## src/rtl/blist_pkg.sv

```systemverilog
// ---------------------------------------------------------------------------
// blist_pkg: shared constants and types of the bounded list engine
// Holds the store geometry, command and status codes, and the command and
// status bundles that pass between the controller and the datapath.
// ---------------------------------------------------------------------------
package blist_pkg;

   // store geometry
   localparam int CAPACITY  = 256;
   localparam int ADDR_W    = $clog2(CAPACITY);
   localparam int LEN_W     = $clog2(CAPACITY + 1);

   // field widths
   localparam int CMD_W     = 3;
   localparam int IDX_W     = 9;
   localparam int VAL_W     = 64;
   localparam int OUT_LEN_W = 9;
   localparam int STATUS_W  = 2;
   localparam int CMP_W     = (LEN_W > IDX_W) ? LEN_W : IDX_W;
   localparam int MEM_W     = VAL_W + 1;

   // commands
   localparam logic [CMD_W-1:0] CMD_GET         = 3'd0;
   localparam logic [CMD_W-1:0] CMD_SET         = 3'd1;
   localparam logic [CMD_W-1:0] CMD_PUSH        = 3'd2;
   localparam logic [CMD_W-1:0] CMD_DELETE      = 3'd3;
   localparam logic [CMD_W-1:0] CMD_SWAP_DELETE = 3'd4;
   localparam logic [CMD_W-1:0] CMD_RESIZE      = 3'd5;

   // result status
   localparam logic [STATUS_W-1:0] ST_OK    = 2'd0;
   localparam logic [STATUS_W-1:0] ST_RANGE = 2'd1;
   localparam logic [STATUS_W-1:0] ST_FULL  = 2'd2;

   // read address select
   localparam logic [1:0] RD_SEL_IDX      = 2'd0;
   localparam logic [1:0] RD_SEL_PTR_NEXT = 2'd1;
   localparam logic [1:0] RD_SEL_LAST     = 2'd2;

   // write address select
   localparam logic [1:0] WA_SEL_IDX = 2'd0;
   localparam logic [1:0] WA_SEL_LEN = 2'd1;
   localparam logic [1:0] WA_SEL_PTR = 2'd2;

   // write data select
   localparam logic [1:0] WD_SEL_INPUT = 2'd0;
   localparam logic [1:0] WD_SEL_READ  = 2'd1;
   localparam logic [1:0] WD_SEL_NIL   = 2'd2;

   // pointer update
   localparam logic [1:0] PTR_HOLD     = 2'd0;
   localparam logic [1:0] PTR_LOAD_IDX = 2'd1;
   localparam logic [1:0] PTR_LOAD_LEN = 2'd2;
   localparam logic [1:0] PTR_INC      = 2'd3;

   // length update
   localparam logic [1:0] LEN_HOLD      = 2'd0;
   localparam logic [1:0] LEN_INC       = 2'd1;
   localparam logic [1:0] LEN_DEC       = 2'd2;
   localparam logic [1:0] LEN_LOAD_NLEN = 2'd3;

   typedef struct packed {
      logic                load_req;
      logic                mem_rd;
      logic [1:0]          rd_sel;
      logic                mem_wr;
      logic [1:0]          wa_sel;
      logic [1:0]          wd_sel;
      logic [1:0]          ptr_op;
      logic [1:0]          len_op;
      logic                capture_old;
      logic                resp_load;
      logic                resp_use_old;
      logic [STATUS_W-1:0] resp_status;
   } blist_cmd_type;

   typedef struct packed {
      logic [CMD_W-1:0] cmd;
      logic             range_err;
      logic             full;
      logic             nlen_over;
      logic             shift_done;
      logic             fill_done;
      logic             rsp_busy;
   } blist_sts_type;

endpackage

```

## src/rtl/blist_ctrl.sv

```systemverilog
// ---------------------------------------------------------------------------
// blist_ctrl: sequencer of the bounded list engine
// Decodes the captured command and steps the datapath through reads,
// shift and fill walks, and the response load.
// ---------------------------------------------------------------------------
module blist_ctrl (
   input  logic                     clock,
   input  logic                     reset,
   input  logic                     req_valid,
   output logic                     req_stall,
   input  blist_pkg::blist_sts_type sts,
   output blist_pkg::blist_cmd_type ctl
);
   import blist_pkg::*;

   localparam logic [3:0] S_IDLE   = 4'd0;
   localparam logic [3:0] S_DECODE = 4'd1;
   localparam logic [3:0] S_RD_OLD = 4'd2;
   localparam logic [3:0] S_SH_CHK = 4'd3;
   localparam logic [3:0] S_SH_WR  = 4'd4;
   localparam logic [3:0] S_SW_WR  = 4'd5;
   localparam logic [3:0] S_FILL   = 4'd6;
   localparam logic [3:0] S_RESP   = 4'd7;

   logic [3:0]          state_ff, state_in;
   logic [STATUS_W-1:0] status_ff, status_in;
   logic                use_old_ff, use_old_in;

   always_comb begin
      state_in   = state_ff;
      status_in  = status_ff;
      use_old_in = use_old_ff;
      ctl        = '0;
      ctl.resp_status  = status_ff;
      ctl.resp_use_old = use_old_ff;

      case (state_ff)
         S_IDLE: begin
            if (req_valid) begin
               ctl.load_req = 1'b1;
               state_in     = S_DECODE;
            end
         end
         S_DECODE: begin
            status_in  = ST_OK;
            use_old_in = 1'b0;
            state_in   = S_RESP;
            case (sts.cmd)
               CMD_GET, CMD_SET, CMD_DELETE, CMD_SWAP_DELETE: begin
                  if (sts.range_err) begin
                     status_in = ST_RANGE;
                  end else begin
                     ctl.mem_rd = 1'b1;
                     ctl.rd_sel = RD_SEL_IDX;
                     state_in   = S_RD_OLD;
                  end
               end
               CMD_PUSH: begin
                  if (sts.full) begin
                     status_in = ST_FULL;
                  end else begin
                     ctl.mem_wr = 1'b1;
                     ctl.wa_sel = WA_SEL_LEN;
                     ctl.wd_sel = WD_SEL_INPUT;
                     ctl.len_op = LEN_INC;
                  end
               end
               CMD_RESIZE: begin
                  if (sts.nlen_over) begin
                     status_in = ST_FULL;
                  end else begin
                     ctl.ptr_op = PTR_LOAD_LEN;
                     state_in   = S_FILL;
                  end
               end
               default: begin
                  status_in = ST_OK;
               end
            endcase
         end
         S_RD_OLD: begin
            ctl.capture_old = 1'b1;
            use_old_in      = 1'b1;
            state_in        = S_RESP;
            case (sts.cmd)
               CMD_SET: begin
                  ctl.mem_wr = 1'b1;
                  ctl.wa_sel = WA_SEL_IDX;
                  ctl.wd_sel = WD_SEL_INPUT;
               end
               CMD_DELETE: begin
                  ctl.ptr_op = PTR_LOAD_IDX;
                  state_in   = S_SH_CHK;
               end
               CMD_SWAP_DELETE: begin
                  ctl.mem_rd = 1'b1;
                  ctl.rd_sel = RD_SEL_LAST;
                  state_in   = S_SW_WR;
               end
               default: begin
                  state_in = S_RESP;
               end
            endcase
         end
         S_SH_CHK: begin
            if (sts.shift_done) begin
               ctl.len_op = LEN_DEC;
               state_in   = S_RESP;
            end else begin
               ctl.mem_rd = 1'b1;
               ctl.rd_sel = RD_SEL_PTR_NEXT;
               state_in   = S_SH_WR;
            end
         end
         S_SH_WR: begin
            ctl.mem_wr = 1'b1;
            ctl.wa_sel = WA_SEL_PTR;
            ctl.wd_sel = WD_SEL_READ;
            ctl.ptr_op = PTR_INC;
            state_in   = S_SH_CHK;
         end
         S_SW_WR: begin
            ctl.mem_wr = 1'b1;
            ctl.wa_sel = WA_SEL_IDX;
            ctl.wd_sel = WD_SEL_READ;
            ctl.len_op = LEN_DEC;
            state_in   = S_RESP;
         end
         S_FILL: begin
            if (sts.fill_done) begin
               ctl.len_op = LEN_LOAD_NLEN;
               state_in   = S_RESP;
            end else begin
               ctl.mem_wr = 1'b1;
               ctl.wa_sel = WA_SEL_PTR;
               ctl.wd_sel = WD_SEL_NIL;
               ctl.ptr_op = PTR_INC;
            end
         end
         S_RESP: begin
            if (!sts.rsp_busy) begin
               ctl.resp_load = 1'b1;
               state_in      = S_IDLE;
            end
         end
         default: begin
            state_in = S_IDLE;
         end
      endcase
   end

   always_ff @(posedge clock) begin
      if (reset) begin
         state_ff <= S_IDLE;
      end else begin
         state_ff <= state_in;
      end
   end

   always_ff @(posedge clock) begin
      status_ff  <= status_in;
      use_old_ff <= use_old_in;
   end

   assign req_stall = (state_ff != S_IDLE);

endmodule

```

## config.mk

```make
export PLATFORM = sky130hd
export DESIGN_NAME = blist_ctrl
export DESIGN_NICKNAME = d
export VERILOG_FILES = /design/src/rtl/blist_pkg.sv /design/src/rtl/blist_ctrl.sv
export SDC_FILE = /design/constraint.sdc
export NUM_CORES = 1
export LEC_CHECK = 0
export BUFFER_PORTS_ARGS = -buffer_cell sky130_fd_sc_hd__buf_2
export CORE_MARGIN = 2
export CORE_UTILIZATION = 40
export CTS_BUF_LIST = sky130_fd_sc_hd__clkbuf_16
export CTS_CLUSTER_SIZE = 12
export DETAILED_ROUTE_END_ITERATION = 16
export GPL_TIMING_DRIVEN = 0
export PLACE_DENSITY = 0.81
export SYNTH_ARGS = -nofsm -noshare
export SYNTH_HDL_FRONTEND = slang
export SYNTH_SLANG_ARGS = --single-unit
export TNS_END_PERCENT = 5
```

## constraint.sdc

```tcl
create_clock -name clock -period 1.5 [get_ports clock]
set_input_delay 0 -clock clock [delete_from_list [all_inputs] [get_ports clock]]
set_output_delay 0 -clock clock [all_outputs]
set_load 0.01 [all_outputs]
```

# After elaboration in Yosys (flattened, before gate mapping)
# Index checks and enable logic that the tools add are counted.
[word_totals] ff_bits=7 input_bits=12 output_inout_bits=19
[classes] n_eq_ne=15 mux=38 n_reduce_logical=6
[op_table] op="case mux 4 bit (8 select lines)" n=1
[op_table] op="case mux 5 bit (5 select lines)" n=1
[op_table] op="equality test 4 x 3 -> 1 bit (second input constant)" n=4
[op_table] op="two-way mux 2 bit" n=8
[op_table] op="case mux 2 bit (4 select lines)" n=2
[op_table] op="two-way mux 3 bit" n=5
[op_table] op="two-way mux 5 bit" n=3
[op_table] op="two-way mux 4 bit" n=3
[op_table] op="case mux 3 bit (2 select lines)" n=2
[op_table] op="two-way mux 1 bit" n=9
[op_table] op="case mux 3 bit (3 select lines)" n=1
[op_table] op="equality test 4 x 2 -> 1 bit (second input constant)" n=2
[op_table] op="two-way mux 7 bit" n=1
[op_table] op="equality test 3 x 2 -> 1 bit (second input constant)" n=2
[op_table] op="equality test 3 bit (second input constant)" n=2
[op_table] op="inequality test 2 bit (second input constant)" n=3
[op_table] op="case mux 2 bit (3 select lines)" n=1
[op_table] op="equality test 4 x 1 -> 1 bit (second input constant)" n=1
[op_table] op="zero test 4 bit" n=1
[op_table] op="nonzero test 4 bit" n=1
[op_table] op="OR reduction 4 bit" n=1
[op_table] op="equality test 3 x 1 -> 1 bit (second input constant)" n=1
[op_table] op="zero test 3 bit" n=1
[op_table] op="AND reduction 3 bit" n=1
[op_table] op="2 further kinds" n=2

# Logic depth before layout (Yosys ltp)
# Gate-level depths: netlist of the first run.
[depth] depth_word=4 ltp_mapped=5 depth_no_buf=4

# Worst setup path before layout of the first run
# Ideal clock, no wire load.
[synth_path] path_kind="register -> register" startpoint="reg state_ff[2]" endpoint="reg state_ff[0]" setup_ns=0.132 t_arrival_ns=1.071 required_ns=1.368 setup_slack_ns=0.296 path_stages_with_launch=5 n_path_buf=1 period_less_slack_ns=1.204 cell_sequence="dfxtp_1 -> buf_2 -> nor2b_1 -> a2111oi_2 -> o32ai_1"
[synth_via] elab_chain_cells=3 elab_cells_between_ends=13
[synth_rtl] item="start, declared" line_no="blist_ctrl.sv:25" source="logic [3:0] state_ff, state_in;"
[synth_rtl] item="start signal, assigned" line_no="blist_ctrl.sv:156" source="state_ff <= state_in;"
[synth_rtl] item="equality test 4 x 3 -> 1 bit or zero test 4 bit (tied branches)" line_no="blist_ctrl.sv:37" source="case (state_ff)"
[synth_rtl] item="inequality test 2 bit (no line)"
[synth_rtl] item="AND reduction 3 bit (no line)"
# Several ways; a longest one is shown, not always the timed one.
# A chain may end at the register's enable or synchronous reset.

==> results of run 1 <==
==> through the flow <==
step           instance area (µm²)  utilization (%)  total power, W  cells  setup TNS [ps]
3_5_place_dp                   747             56.0        0.000790    122               0
3_3_place_gp                   747             56.0        0.000780    122               0
2_1_floorplan                  583                -        0.000623     78               0
5_1_grt                        855             64.1         0.00135    127           -11.8
6_report                       855             64.1         0.00127    127               0
4_1_cts                        838             62.9         0.00125    127               0
==> kinds of logic (layout without fill, tap and decap cells) <==
family | count (synthesis) | after routing
muxes | 2 | 2
AOI/OAI and AO/OA | 21 | 21
buffers and inverters | 12 | 46
and+or+nand+nor | 37 | 37
DFF | 6 | 6
==> synth_stat cells <==
master     instances  area share (%)
or3_1              1             1.1
nand2b_1           4             4.3
a21oi_1            3             2.6
a41o_1             1             1.7
nand3_1            1            0.86
mux2i_1            2             3.4
and2b_1            1             1.3
o2bb2ai_1          1             1.5
o21a_1             2             2.6
nor4_1             1             1.1
a32o_1             2             3.4
nand2_1           10             6.4
or2_1              1             1.1
buf_2              4             3.4
dfxtp_1            3              10
a2bb2oi_1          1             1.5
nor2_2             1             1.1
nor2b_1            2             2.1
nor2_1             6             3.9
a32oi_1            1             1.5
a211o_1            1             1.5
a2111oi_2          1             2.6
o21ai_1            1            0.86
buf_4              3             3.9
o21ai_0            3             2.6
or3b_1             1             1.5
and2_1             1             1.1
o32ai_1            2             3.0
o22ai_1            1             1.1
inv_1              2             1.3
edfxtp_1           3              15
nor3_1             4             3.4
and3_1             1             1.1
inv_2              3             1.9
a31oi_1            1             1.1
nor3b_1            2             2.6
==> critical path, cell delays in order, from the launching register on <==
cell and delay [ps]:
dfxtp_1 290, buf_2 190, buf_4 190, nand2_1 90, mux2i_1 170, a32o_1 140, buf_2 130
==> per-layer routing <==
metal | track usage, % | wire length [µm] | up-vias
met4 | 11.9 | 38 | 0
met3 | 6.90 | 181 | 4
met5 | 0 | 0 | -
met2 | 30.8 | 733 | 46
met1 | 23.3 | 682 | 311
li1 | - | - | 349
==> path summary, 6_finish.rpt <==
kind | start | endpoint | slack, ps
worst max-delay path | state_ff[1]$_SDFFE_PP0P_ | ctl[6] | 80
worst min-delay path | sts[4] | status_ff[1]$_DFFE_PP_ | 80
worst max register to register | state_ff[2]$_SDFFE_PP0P_ | state_ff[0]$_SDFFE_PP0P_ | 180
worst min register to register | state_ff[0]$_SDFFE_PP0P_ | state_ff[0]$_SDFFE_PP0P_ | 670
==> registers in the layout (all words and copies together) (netlist names) <==
register / count
state_ff: 3
status_ff: 2
use_old_ff: 1
==> power by group through the flow <==
stage               Clock [W]  Sequential (W)  Combinational (W)
finish               0.000446        0.000236           0.000589
floorplan                   0        0.000238           0.000385
detailed placement          0        0.000236           0.000553
CTS                  0.000452        0.000235           0.000561
global placement            0        0.000234           0.000546
global route         0.000462        0.000239           0.000644
==> area by class of cell <==
cell class                      count  area (µm²)
Clock inverter                      1        3.75
Fill cell                         115         479
Clock buffer                        3        75.1
Buffer                              7        47.5
Sequential cell                     6         150
Tap cell                           15        18.8
Inverter                            5        18.8
Timing Repair Buffer               30         155
Multi-Input combinational cell     60         385
==> what timing repair did <==
action	CTS	global route
hold endpoints to repair	1	0
resized for setup	1	7
endpoints found under the setup margin	1	4
buffers inserted	0	0
hold buffers	1	0
==> results.md, run 1 <==
* Layout cells sized above 1 at 43.8%
* Area growth syn-to-layout at 46.6%
* Final WL at 1.64 mm
* CP Class: reg -> out
* CTS Root Cell: clkbuf_16
* Compound-Gate Fraction of Synth Area at 27.5%
* Status: completed
* Cell Area, Synth at 583 µm²
* Worst reg2reg path depth at 4
* DR pass1 iterations at 4
* Largest net degree at the start of global routing at 11
* Iteration-0 DRC Markers at 30
* Arr. time, crit path at 1420 ps
* Highest Clock Rate at 702 MHz
* Worst setup margin at 75.3 ps
* Largest family of logic cells by synthesized area: simple AND/OR/NAND/NOR gates
* Via Count at 710
* Worst setup EP type: primary output
* GRT overflow at 0
* Seq cells post-synth at 6
* H-tree depth at 1
* Setup Slack @ Placement at 210 ps
* Hold depth at 2
* Initial Util at 43.7%
* Core area at 1330 µm²
* P_leak at 0.434 nW
* Vias in the first global route at 621
* GRT Util Overall at 19.8%
* Die ar. at 1780 µm²
* Mux share of post-synthesis cell area at 3.43%
* NetSw at 0.000459 W
* Initial antenna violation count at 0
* Synth Area in Simple Gates at 32.8%
* Slew HR at 80.4%
* Synth Area in Adders at 0%
* Final ANT Viol Nets at 0
* HP Class: in -> reg
* Die Ht at 42.2 µm
* Max FO, Critical Path at 10
* Worst-path clk slew at 40 ps
* First-pass GRT wire length at 2.66 mm
* Most frequent cells in the layout: buf_2, nand2_1, nor2_1
* Crit path launch type: flop
* Final setup viols at 0
* Syn Area/Cell at 7.48 µm²
* Logic pwr share at 46.3%
* VDD IR-drop max at 0.717 mV
* Width of the die at 42.2 µm
* Final Cycle Share at 95.0%
* Distinct cell type count after synthesis at 36
* DRC viols at 0
* Req. time, crit path at 1500 ps
* Post-DR vias/cell at 5.59
* Flop pwr share at 18.6%
* P per Cell Area at 1490 nW/µm²
* I/O Buffers at 29
* Yosys warning total at 0
* Post-Syn Instances at 78
* Wire per inst at 12.9 µm
* Sequential share of the synthesized area at 25.8%
* RePlAce Congestion at 0.874
* Post-DP HPWL at 1.20 mm
* Net Count, Synth at 90
* FP Rows at 13
* Net Sw Frac at 36.1%
* Worst skew pair latency at 230 ps
* Clk sinks at 6
* Final hold vios at 0
* Internal Power at 0.000811 W
* Diode count at 0
* Clock tree buffer depth at 2
* Layout Skew at 6.37 ps
* Final Net Count at 125
* Max-Cap Viols at 0
* Fin. max-slew vios at 0
* TritonCTS clock tree: built
* Commonest non-fill, non-tap cell in the layout: buf_2
* Tmin final at 1420 ps
* Clock power share at 35.1%
* Worst hold slack at 80.8 ps
* CTS Buf Count at 3
* Synth Area in XOR/XNOR at 0%
* # IOs at 31
* Slew @ Worst Pin at 294 ps
(Power assumes the default switching activity.)
==> run 2, diff against run 1 <==
- SETUP_SLACK_MARGIN: default -> 0.4
==> results.md, run 2 (synthesis gave the netlist of run 1 again) <==
* Max-Cap Viols at 0
* RSZ-0062 raised after global routing: true
* Die ar. at 1780 µm²
* Final Cycle Share at 85.7%
* Worst skew pair latency at 230 ps
* Slew @ Worst Pin at 317 ps
* Arr. time, crit path at 1290 ps
* DRC viols at 0
* Via Count at 775
* Layout cells sized above 1 at 57.0%
* CP cell instances: buf_8 > buf_6 > o21ai_1 > a211o_1 > buf_2
* Commonest non-fill, non-tap cell in the layout: buf_2
* H-tree depth at 1
* CTS Root Cell: clkbuf_16
* Largest regs: state_ff (3), status_ff (2), use_old_ff (1)
* Worst setup EP type: primary output
* CTS Buf Count at 3
* Clk sinks at 6
* Final Cell Area at 1030 µm²
* GRT Util Overall at 21.8%
* Req. time, crit path at 1500 ps
* Final WL at 1.97 mm
* Fin Setup TNS at 0 ps
* Placed cell area at 767 µm²
* Tmin final at 1290 ps
* Final Net Count at 134
* Final setup viols at 0
* Layout Skew at 4.18 ps
* Highest Clock Rate at 778 MHz
* Clock tree buffer depth at 2
* Slowest stage delay, CP at 320 ps
* CP delay by family, top: buffers and inverters
* Fin. max-slew vios at 0
* Most flops, register: state_ff
* I/O Buffers at 29
* Width of the die at 42.2 µm
* Post-DP HPWL at 1.18 mm
* Util after Layout at 76.9%
* First-pass GRT wire length at 3.06 mm
* Status: completed
* Crit path launch type: flop
* RePlAce Congestion at 0.844
* DR pass1 iterations at 4
* Area growth syn-to-layout at 76.0%
* FP Rows at 13
* Max FO, Critical Path at 7
* GRT overflow at 0
* Most frequent cells in the layout: buf_2, buf_4, nand2_1
* Placed cell count at 122
* Diode count at 0
* Initial Util at 43.7%
* Iteration-0 DRC Markers at 19
* Max reg flops at 3
* P per Cell Area at 1480 nW/µm²
* Die Ht at 42.2 µm
* TritonCTS clock tree: built
* Vias in the first global route at 704
* CP bufs+invs at 3
* Largest net degree at the start of global routing at 11
* Initial antenna violation count at 0
* Wire per inst at 14.4 µm
* Crit path max-delay cell type: dfxtp_2
* Post-DR vias/cell at 5.70
* HP Class: in -> reg
* Final ANT Viol Nets at 0
* Final Instance Count excl. Fillers at 136
* Design Power at 0.00151 W
* CP Class: reg -> out
* Worst-path clk slew at 30 ps
* VDD IR-drop max at 1.20 mV
* P_leak at 0.518 nW
* Final hold vios at 0
* Slew HR at 78.8%
* Core area at 1330 µm²
* # IOs at 31
==> run 2: changes by cell type in the layout (fill, tap and decap cells not counted), sizes merged <==
cell    before  now
buf         35   45
clkbuf       4    3
==> run 2: what timing repair did <==
| item | 4_1_cts | 5_1_grt |
|---|---|---|
| pin swaps | 4 | 5 |
| hold buffers | 1 | 0 |
| buffers inserted | 7 | 2 |
| setup endpoints to repair | 20 | 21 |
| gates resized for setup | 20 | 10 |
| hold endpoints to repair | 1 | 0 |
| cloned | 0 | 0 |
==> run 2: path summary, 6_finish.rpt <==
path / startpoint / endpoint / slack, ps / cells past startpoint
min: sts[0] / state_ff[0]$_SDFFE_PP0P_ / 80 / 3
max: state_ff[1]$_SDFFE_PP0P_ / ctl[13] / 210 / 5
min reg2reg: state_ff[1]$_SDFFE_PP0P_ / use_old_ff$_DFFE_PP_ / 690 / 3
max reg2reg: state_ff[1]$_SDFFE_PP0P_ / state_ff[0]$_SDFFE_PP0P_ / 240 / 5
==> run 2: cell type report <==
class / instances / area [µm²]
sequential: 6 / 156
timing repair buffer: 39 / 226
tap: 15 / 18.8
clock inverter: 1 / 3.75
inverter: 5 / 26.3
multi-input combinational: 60 / 448
fill: 97 / 308
clock buffer: 3 / 75.1
buffer: 7 / 71.3
==> run 2: per-stage QoR <==
step                setup WS [ps]  hold WS, ps
floorplan                     384         46.6
global placement              240          210
detailed placement            228          211
CTS                           237         71.4
global route                  155         91.3
finish                        215         83.4
==> run 2: power breakdown <==
group | switching (W) | total [W] | internal (W)
Clock | 0.0000887 | 0.000434 | 0.000345
Sequential | 0.0000307 | 0.000258 | 0.000227
Combinational | 0.000428 | 0.000823 | 0.000394
==> run 2: tightest hold or removal path, delay by kind of cell <==
kind	cells	cell delay, ps
AO/OA/AOI/OAI	1	80
AND/OR/NAND/NOR	1	80
buffers and inverters	1	100
==> run 2: metal layers <==
metal  up-vias  GRT usage (%)  share of wire, %
met5         -              0                 0
met4         0           4.38               1.0
met3         4           7.33               9.6
met2        45           37.8                48
met1       356           26.0                41
li1        370              -                 -
